**src/hdl/lrup_pkg.sv**
```systemverilog
package lrup_pkg;

    localparam int PAGE_FIELD_W = 16;
    localparam int SLOT_FIELD_W = 3;
    localparam int FAULT_W      = 32;
    localparam int CFG_W        = 4;
    localparam int APB_ADDR_W   = 3;
    localparam int APB_DATA_W   = 32;
    localparam int RANK_W       = 8;
    localparam int QUEUE_DEPTH  = 2;

    localparam logic [RANK_W-1:0]     RANK_CAP      = 8'hFF;
    localparam logic [FAULT_W-1:0]    FAULT_MAX     = 32'hFFFF_FFFF;
    localparam logic [CFG_W-1:0]      FRAMES_RESET  = 4'd4;
    localparam logic [APB_ADDR_W-1:2] REG_ACTIVE_FRAMES = 1'b0;

    typedef struct packed {
        logic [PAGE_FIELD_W-1:0] page_number;
        logic                    end_of_string;
    } ref_beat_t;

    typedef struct packed {
        logic                    hit;
        logic [SLOT_FIELD_W-1:0] frame_slot;
        logic                    evicted_valid;
        logic [PAGE_FIELD_W-1:0] evicted_page;
        logic [FAULT_W-1:0]      fault_total;
        logic                    run_done;
    } res_beat_t;

    typedef struct packed {
        logic      valid;
        ref_beat_t beat;
    } queue_head_t;

    typedef enum logic [1:0] {
        BK_IDLE,
        BK_SCAN,
        BK_COMMIT
    } back_state_t;

endpackage

```
**src/hdl/lrup_front.sv**
```systemverilog
module lrup_front (
    input  logic               clk,
    input  logic               rst_n,
    input  logic               ref_valid,
    output logic               ref_stall,
    input  lrup_pkg::ref_beat_t ref_beat,
    output lrup_pkg::queue_head_t q_head,
    input  logic               q_pop
);
    import lrup_pkg::*;

    localparam int PTR_W = (QUEUE_DEPTH > 1) ? $clog2(QUEUE_DEPTH) : 1;
    localparam int CNT_W = $clog2(QUEUE_DEPTH + 1);

    ref_beat_t        entry_reg [QUEUE_DEPTH];
    logic [PTR_W-1:0] wr_ptr_reg, wr_ptr_next;
    logic [PTR_W-1:0] rd_ptr_reg, rd_ptr_next;
    logic [CNT_W-1:0] count_reg, count_next;
    logic             push;
    logic             pop;

    assign ref_stall    = (count_reg == CNT_W'(QUEUE_DEPTH));
    assign push         = ref_valid && !ref_stall;
    assign pop          = q_pop && (count_reg != '0);
    assign q_head.valid = (count_reg != '0);
    assign q_head.beat  = entry_reg[rd_ptr_reg];

    always_comb
    begin
        wr_ptr_next = wr_ptr_reg;
        rd_ptr_next = rd_ptr_reg;
        count_next  = count_reg;
        if (push)
        begin
            wr_ptr_next = (wr_ptr_reg == PTR_W'(QUEUE_DEPTH - 1)) ? '0 : wr_ptr_reg + 1'b1;
        end
        if (pop)
        begin
            rd_ptr_next = (rd_ptr_reg == PTR_W'(QUEUE_DEPTH - 1)) ? '0 : rd_ptr_reg + 1'b1;
        end
        if (push && !pop)
        begin
            count_next = count_reg + 1'b1;
        end
        else if (pop && !push)
        begin
            count_next = count_reg - 1'b1;
        end
    end

    always_ff @(posedge clk or negedge rst_n)
    begin
        if (!rst_n)
        begin
            wr_ptr_reg <= '0;
            rd_ptr_reg <= '0;
            count_reg  <= '0;
        end
        else
        begin
            wr_ptr_reg <= wr_ptr_next;
            rd_ptr_reg <= rd_ptr_next;
            count_reg  <= count_next;
        end
    end

    always_ff @(posedge clk)
    begin
        if (push)
        begin
            entry_reg[wr_ptr_reg] <= ref_beat;
        end
    end

endmodule

```
**src/hdl/lrup_back.sv**
```systemverilog
module lrup_back #(
    parameter int MAX_FRAMES = 8,
    parameter int STORE_BITS = 16,
    parameter int IDX_W      = 3
) (
    input  logic                  clk,
    input  logic                  rst_n,
    input  logic [IDX_W-1:0]      last_idx,
    input  lrup_pkg::queue_head_t q_head,
    output logic                  q_pop,
    output logic                  res_valid,
    input  logic                  res_stall,
    output lrup_pkg::res_beat_t   res_beat
);
    import lrup_pkg::*;

    back_state_t           state_reg, state_next;
    logic [IDX_W-1:0]      idx_reg, idx_next;
    logic [STORE_BITS-1:0] page_reg, page_next;
    logic                  last_reg, last_next;
    logic                  found_reg, found_next;
    logic [IDX_W-1:0]      hit_slot_reg, hit_slot_next;
    logic                  empty_found_reg, empty_found_next;
    logic [IDX_W-1:0]      empty_slot_reg, empty_slot_next;
    logic [RANK_W-1:0]     best_reg, best_next;
    logic [IDX_W-1:0]      vict_slot_reg, vict_slot_next;
    logic [STORE_BITS-1:0] vict_page_reg, vict_page_next;
    logic                  valid_reg [MAX_FRAMES];
    logic                  valid_next [MAX_FRAMES];
    logic [RANK_W-1:0]     rank_reg [MAX_FRAMES];
    logic [RANK_W-1:0]     rank_next [MAX_FRAMES];
    logic [FAULT_W-1:0]    fault_reg, fault_next;
    logic [FAULT_W-1:0]    fault_inc;
    logic                  out_valid_reg, out_valid_next;
    res_beat_t             out_reg, out_next;
    logic [IDX_W-1:0]      slot;
    logic                  mem_we;

    logic [STORE_BITS-1:0] page_mem [MAX_FRAMES];
    logic [STORE_BITS-1:0] rd_data_reg;

    assign res_valid = out_valid_reg;
    assign res_beat  = out_reg;

    assign slot      = found_reg ? hit_slot_reg :
                       (empty_found_reg ? empty_slot_reg : vict_slot_reg);
    assign fault_inc = (found_reg || fault_reg == FAULT_MAX) ? fault_reg : fault_reg + 1'b1;

    always_comb
    begin
        state_next       = state_reg;
        idx_next         = idx_reg;
        page_next        = page_reg;
        last_next        = last_reg;
        found_next       = found_reg;
        hit_slot_next    = hit_slot_reg;
        empty_found_next = empty_found_reg;
        empty_slot_next  = empty_slot_reg;
        best_next        = best_reg;
        vict_slot_next   = vict_slot_reg;
        vict_page_next   = vict_page_reg;
        valid_next       = valid_reg;
        rank_next        = rank_reg;
        fault_next       = fault_reg;
        out_valid_next   = out_valid_reg && res_stall;
        out_next         = out_reg;
        q_pop            = 1'b0;
        mem_we           = 1'b0;

        case (state_reg)
            BK_IDLE:
            begin
                if (q_head.valid)
                begin
                    q_pop            = 1'b1;
                    page_next        = q_head.beat.page_number[STORE_BITS-1:0];
                    last_next        = q_head.beat.end_of_string;
                    idx_next         = '0;
                    found_next       = 1'b0;
                    hit_slot_next    = '0;
                    empty_found_next = 1'b0;
                    empty_slot_next  = '0;
                    best_next        = '0;
                    vict_slot_next   = '0;
                    state_next       = BK_SCAN;
                end
            end
            BK_SCAN:
            begin
                if (!found_reg && valid_reg[idx_reg] && rd_data_reg == page_reg)
                begin
                    found_next    = 1'b1;
                    hit_slot_next = idx_reg;
                end
                if (!empty_found_reg && !valid_reg[idx_reg])
                begin
                    empty_found_next = 1'b1;
                    empty_slot_next  = idx_reg;
                end
                if (idx_reg == '0 || rank_reg[idx_reg] > best_reg)
                begin
                    best_next      = rank_reg[idx_reg];
                    vict_slot_next = idx_reg;
                    vict_page_next = rd_data_reg;
                end
                if (idx_reg == last_idx)
                begin
                    state_next = BK_COMMIT;
                end
                else
                begin
                    idx_next = idx_reg + 1'b1;
                end
            end
            BK_COMMIT:
            begin
                if (!out_valid_reg || !res_stall)
                begin
                    out_valid_next         = 1'b1;
                    out_next.hit           = found_reg;
                    out_next.frame_slot    = SLOT_FIELD_W'(slot);
                    out_next.evicted_valid = !found_reg && !empty_found_reg;
                    out_next.evicted_page  = (!found_reg && !empty_found_reg) ?
                                             PAGE_FIELD_W'(vict_page_reg) : '0;
                    out_next.fault_total   = fault_inc;
                    out_next.run_done      = last_reg;
                    fault_next             = fault_inc;
                    if (!found_reg)
                    begin
                        mem_we           = 1'b1;
                        valid_next[slot] = 1'b1;
                    end
                    for (int i = 0; i < MAX_FRAMES; i++)
                    begin
                        if (IDX_W'(i) != slot && IDX_W'(i) <= last_idx && valid_reg[i] &&
                            (!found_reg || rank_reg[i] < rank_reg[slot]) &&
                            rank_reg[i] != RANK_CAP)
                        begin
                            rank_next[i] = rank_reg[i] + 1'b1;
                        end
                    end
                    rank_next[slot] = '0;
                    if (last_reg)
                    begin
                        fault_next = '0;
                        for (int i = 0; i < MAX_FRAMES; i++)
                        begin
                            valid_next[i] = 1'b0;
                            rank_next[i]  = '0;
                        end
                    end
                    state_next = BK_IDLE;
                end
            end
            default:
            begin
                state_next = BK_IDLE;
            end
        endcase
    end

    always_ff @(posedge clk or negedge rst_n)
    begin
        if (!rst_n)
        begin
            state_reg       <= BK_IDLE;
            found_reg       <= 1'b0;
            empty_found_reg <= 1'b0;
            fault_reg       <= '0;
            out_valid_reg   <= 1'b0;
            for (int i = 0; i < MAX_FRAMES; i++)
            begin
                valid_reg[i] <= 1'b0;
                rank_reg[i]  <= '0;
            end
        end
        else
        begin
            state_reg       <= state_next;
            found_reg       <= found_next;
            empty_found_reg <= empty_found_next;
            fault_reg       <= fault_next;
            out_valid_reg   <= out_valid_next;
            valid_reg       <= valid_next;
            rank_reg        <= rank_next;
        end
    end

    always_ff @(posedge clk)
    begin
        idx_reg        <= idx_next;
        page_reg       <= page_next;
        last_reg       <= last_next;
        hit_slot_reg   <= hit_slot_next;
        empty_slot_reg <= empty_slot_next;
        best_reg       <= best_next;
        vict_slot_reg  <= vict_slot_next;
        vict_page_reg  <= vict_page_next;
        out_reg        <= out_next;
    end

    always_ff @(posedge clk)
    begin
        if (mem_we)
        begin
            page_mem[slot] <= page_reg;
        end
        rd_data_reg <= page_mem[idx_next];
    end

endmodule

```
**src/hdl/lru_page_replacement.sv**
```systemverilog
// A reference beat waits in a two-entry queue in the front end; the back-end
// sequencer then pops it, reads the n active frames (n from 1 to MAX_FRAMES)
// one per cycle from the page memory and commits its result beat, waiting while
// a previous result beat is still stalled. It pops the next beat after that commit.
// Reset: all frames empty, ranks and fault count zero, active_frames is 4.
module lru_page_replacement #(
    parameter int MAX_FRAMES = 8,
    parameter int PAGE_BITS  = 16
) (
    input  logic                                clk,
    input  logic                                rst_n,
    input  logic                                ref_valid,
    output logic                                ref_stall,
    input  lrup_pkg::ref_beat_t                 ref_beat,
    output logic                                res_valid,
    input  logic                                res_stall,
    output lrup_pkg::res_beat_t                 res_beat,
    input  logic                                psel,
    input  logic                                penable,
    input  logic                                pwrite,
    input  logic [lrup_pkg::APB_ADDR_W-1:0]     paddr,
    input  logic [lrup_pkg::APB_DATA_W-1:0]     pwdata,
    output logic [lrup_pkg::APB_DATA_W-1:0]     prdata,
    output logic                                pready
);
    import lrup_pkg::*;

    localparam int STORE_BITS = (PAGE_BITS < PAGE_FIELD_W) ? PAGE_BITS : PAGE_FIELD_W;
    localparam int IDX_W      = (MAX_FRAMES > 1) ? $clog2(MAX_FRAMES) : 1;

    logic [CFG_W-1:0] active_frames_reg, active_frames_next;
    logic [IDX_W-1:0] last_idx;
    logic             reg_sel;
    queue_head_t      q_head;
    logic             q_pop;

    assign pready  = 1'b1;
    assign reg_sel = (paddr[APB_ADDR_W-1:2] == REG_ACTIVE_FRAMES);
    assign prdata  = reg_sel ? APB_DATA_W'(active_frames_reg) : '0;

    always_comb
    begin
        active_frames_next = active_frames_reg;
        if (psel && penable && pwrite && pready && reg_sel)
        begin
            active_frames_next = pwdata[CFG_W-1:0];
        end
    end

    always_ff @(posedge clk or negedge rst_n)
    begin
        if (!rst_n)
        begin
            active_frames_reg <= FRAMES_RESET;
        end
        else
        begin
            active_frames_reg <= active_frames_next;
        end
    end

    always_comb
    begin
        if (active_frames_reg == '0)
        begin
            last_idx = '0;
        end
        else if (int'(active_frames_reg) >= MAX_FRAMES)
        begin
            last_idx = IDX_W'(MAX_FRAMES - 1);
        end
        else
        begin
            last_idx = IDX_W'(active_frames_reg - 1'b1);
        end
    end

    lrup_front u_front (
        .clk       (clk),
        .rst_n     (rst_n),
        .ref_valid (ref_valid),
        .ref_stall (ref_stall),
        .ref_beat  (ref_beat),
        .q_head    (q_head),
        .q_pop     (q_pop)
    );

    lrup_back #(
        .MAX_FRAMES (MAX_FRAMES),
        .STORE_BITS (STORE_BITS),
        .IDX_W      (IDX_W)
    ) u_back (
        .clk       (clk),
        .rst_n     (rst_n),
        .last_idx  (last_idx),
        .q_head    (q_head),
        .q_pop     (q_pop),
        .res_valid (res_valid),
        .res_stall (res_stall),
        .res_beat  (res_beat)
    );

endmodule

```
**config.mk**
```make
export PLATFORM = sky130hd
export DESIGN_NAME = lru_page_replacement
export DESIGN_NICKNAME = d
export VERILOG_FILES = /design/src/hdl/lrup_pkg.sv /design/src/hdl/lrup_front.sv /design/src/hdl/lrup_back.sv /design/src/hdl/lru_page_replacement.sv
export SDC_FILE = /design/constraint.sdc
export NUM_CORES = 1
export LEC_CHECK = 0
export ABC_CLOCK_PERIOD_IN_PS = 14240
export BUFFER_PORTS_ARGS = -buffer_cell sky130_fd_sc_hd__buf_4
export CAP_MARGIN = 40
export CORE_MARGIN = 4
export CORE_UTILIZATION = 40
export DETAILED_ROUTE_END_ITERATION = 6
export GPL_ROUTABILITY_DRIVEN = 0
export GPL_TIMING_DRIVEN = 0
export PLACE_DENSITY = 0.59
export SYNTH_ARGS = -nofsm -noshare
export SYNTH_HDL_FRONTEND = slang
export SYNTH_HIERARCHICAL = 1
export SYNTH_SLANG_ARGS = --single-unit
```
**constraint.sdc**
```tcl
create_clock -name clk -period 14.24 [get_ports clk]
set_clock_uncertainty 0.05 [all_clocks]
set_input_delay 0.712 -clock clk [delete_from_list [all_inputs] [get_ports clk]]
set_output_delay 0.712 -clock clk [all_outputs]
set_load 0.03 [all_outputs]
```
==> flow_summary.json <==
{
  "clk_latency_ns": 0.59,
  "p_per_area_mw_per_mm2": 198.0,
  "synth_common_cells": "edfxtp_1, mux2i_1, nand2_1",
  "dieArea_sq_mm": 0.05487,
  "p_total_mw": 4.736,
  "crit_path_start": "u_back/found_reg",
  "grt_usage": 0.1936,
  "die_h_um": 234.2,
  "pin_count": 148,
  "critical_path.top_delay_family": "buffers and inverters",
  "largest_reg_flops": 128,
  "cts_resized": 0,
  "synth_area_leader_cell": "edfxtp_1",
  "end_kind": "flop",
  "syn_to_final_growth_pct": 16.85,
  "yosysMostFrequentCell": "edfxtp_1",
  "rsz0062_at_grt": "no",
  "slew_headroom": 0.3575,
  "synth-seq-cells": 402,
  "synth-seq-area-share": 0.5518,
  "path_clk_slew_ns": 0.06,
  "dp.final_hpwl_mm": 38.45,
  "reg2reg_to": "u_back/rank_reg[13]",
  "status": "finished clean",
  "cts_max_level": 2,
  "slew_viol_final": 0,
  "finalCritPeriodShare": 0.4060,
  "grt_max_degree": 72,
  "drive_above_1_share": 0.1807,
  "cts_buffers": 44,
  "num_vias": 14300,
  "fmax_ghz": 0.1730,
  "yosysWarnings": 6,
  "path_cells": "clkbuf_1 > nand2_1 > o21a_1 > clkbuf_1 > inv_1 > clkbuf_1 > buf_1 > mux4_2 > mux2i_1 > buf_4 > ha_1 > a21o_1 > a31oi_1 > o31ai_1 > a2111oi_0 > o21ai_1 > or4_1 > o211ai_1",
  "syn_area_sq_mm": 0.02047,
  "crit_type": "flop to flop",
  "grt_pass1_wl_mm": 82.33,
  "cts_buffer_depth": 3,
  "die_w_um": 234.2,
  "port_buffers": 88,
  "drt-wirelength-per-cell_um": 20.61,
  "ys_types": 81,
  "hold_violations": 0,
  "antenna_found_initial": 2,
  "worst-path-buf-inv": 6,
  "peakVddDrop_v": 0.0001261,
  "cellLeakagePower_nw": 9.460,
  "syn_inst": 1668,
  "finalSetupTns_ns": 0,
  "post_cts_buffers": 0,
  "required_ns": 14.68,
  "setup_viol": 0,
  "synth-edff-count": 266,
  "drv_cap": 0,
  "cp_common_cell": "clkbuf_1",
  "slowest_delay_ns": 0.61,
  "ant_nets": 0,
  "worst_slew_pin_slew_ns": 0.9637,
  "r2r_slack_ns": 8.46,
  "initial_core_util": 0.4064,
  "vias_per_cell": 5.561,
  "remaining_drc_errors": 0,
  "synthFlopType": "edfxtp_1",
  "ff2ff_path_depth": 18,
  "arrival_ns": 6.22,
  "worstReg2RegStart": "u_back/found_reg",
  "synth_top_area_frac": 0.3901,
  "cp_slowest_cell": "buf_1",
  "hp-class": "primary input to asynchronous set/reset pin",
  "avgSynthCellArea_sq_um": 12.27,
  "grt_remaining_overflow": 0,
  "row_count": 82,
  "cts_tree": "done",
  "core_area_sq_mm": 0.05038,
  "synth.area.top_cells": "edfxtp_1, dfrtp_1, mux2i_1",
  "grt_pass1_vias": 14090,
  "dr.pass1.iters": 7,
  "post-route-min-period_ns": 5.781,
  "async_reset_ff_frac": 0.2910,
  "critPathLaunchType": "flop",
  "ctsRootBufferMaster": "clkbuf_16",
  "cts.sinks": 402,
  "dr.first_iter.drc_count": 1241,
  "final_core_util": 0.4749,
  "nets": 1998,
  "drt-total-wl_mm": 53.00,
  "critPathMaxFanout": 10,
  "hold_buffers": 0
}
## logic make-up (layout without fill, tap and decap cells)
family | Yosys count | count (layout) | synth area share
and+or+nand+nor | 478 | 478 | 0.1145
buffers and inverters | 152 | 355 | 0.03550
xor gates and xnor gates | 55 | 55 | 0.02353
DFF | 402 | 402 | 0.5518
AOI/OAI and AO/OA | 275 | 275 | 0.09026
adders and majority gates | 77 | 77 | 0.04705
muxes | 227 | 227 | 0.1370
other | 2 | 31 | 0.0003668
## worst max-delay path by stage
stage / endpoint / slack [ns] / cells after the start
2_1_floorplan: u_back/rank_reg[13] / 9.58 / 15
5_1_grt: u_back/rank_reg[13] / 8.04 / 18
3_5_place_dp: u_back/rank_reg[13] / 8.61 / 18
3_3_place_gp: u_back/rank_reg[1] / 8.35 / 17
6_report: u_back/rank_reg[13] / 8.46 / 18
4_1_cts: u_back/rank_reg[13] / 8.53 / 18
## report_power, final
group / switching [mW] / leakage [nW] / total (mW) / internal [mW]
clock: 0.480 / 0.699 / 1.12 / 0.641
sequential: 0.186 / 4.11 / 1.76 / 1.57
combinational: 1.09 / 4.65 / 1.86 / 0.768
## metrics by stage
stage	setup slack, ns	instance area, sq um	instances	hold WS [ns]
2_1_floorplan	9.576	20580	1695	0.3664
3_3_place_gp	8.353	22080	2455	0.3888
3_5_place_dp	8.610	22500	2488	0.3874
4_1_cts	8.533	23920	2570	0.02678
5_1_grt	8.038	23920	2570	0.05655
6_report	8.459	23920	2572	0.02740
## area by class of cell
type	count	area [sq um]
Buffer	100	533.0
Fill cell	4480	26450
Timing Repair Buffer	121	1030
Sequential cell	402	11300
Multi-Input combinational cell	1141	8598
Inverter	52	197.7
Clock inverter	25	211.5
Tap cell	672	840.8
Clock buffer	57	1211
Antenna cell	2	5.005
## worst register-to-register path, delay by kind of cell, from the launching register on
family,cells,cell delay (ns)
buf+inv,6,2.10
compound gates,7,1.43
mux,2,0.90
simple gates,2,0.62
flops,1,0.34
fa+ha+maj,1,0.25
## cell usage in the layout (no fill, tap or decap), types with 9 or more instances in the layout
master,n
edfxtp_1,266
mux2i_1,146
nand2_1,144
buf_4,133
dfrtp_1,116
nor2_1,88
ha_1,77
nand3_1,68
clkbuf_1,59
o21ai_0,58
inv_1,48
clkbuf_16,45
a21oi_1,45
xnor2_1,36
mux2_2,34
mux4_2,34
and2_1,30
conb_1,29
nor3_1,25
a21o_1,24
and3_1,19
xor2_1,19
o211ai_1,19
o22ai_1,19
dfxtp_1,19
nand4_1,17
o21a_1,16
or3_1,16
a31oi_1,15
nor4_1,13
buf_6,12
or2_2,12
clkinv_1,10
clkinv_2,10
buf_1,10
mux2_4,10
or4_1,9
o31ai_1,9
## per-layer routing
layer,GRT usage,part of all wire
met4,0.06016,0.029
met5,0,0
met3,0.04507,0.077
met2,0.3060,0.46
met1,0.2662,0.43
Note: power is estimated with default switching activity, not from simulation.
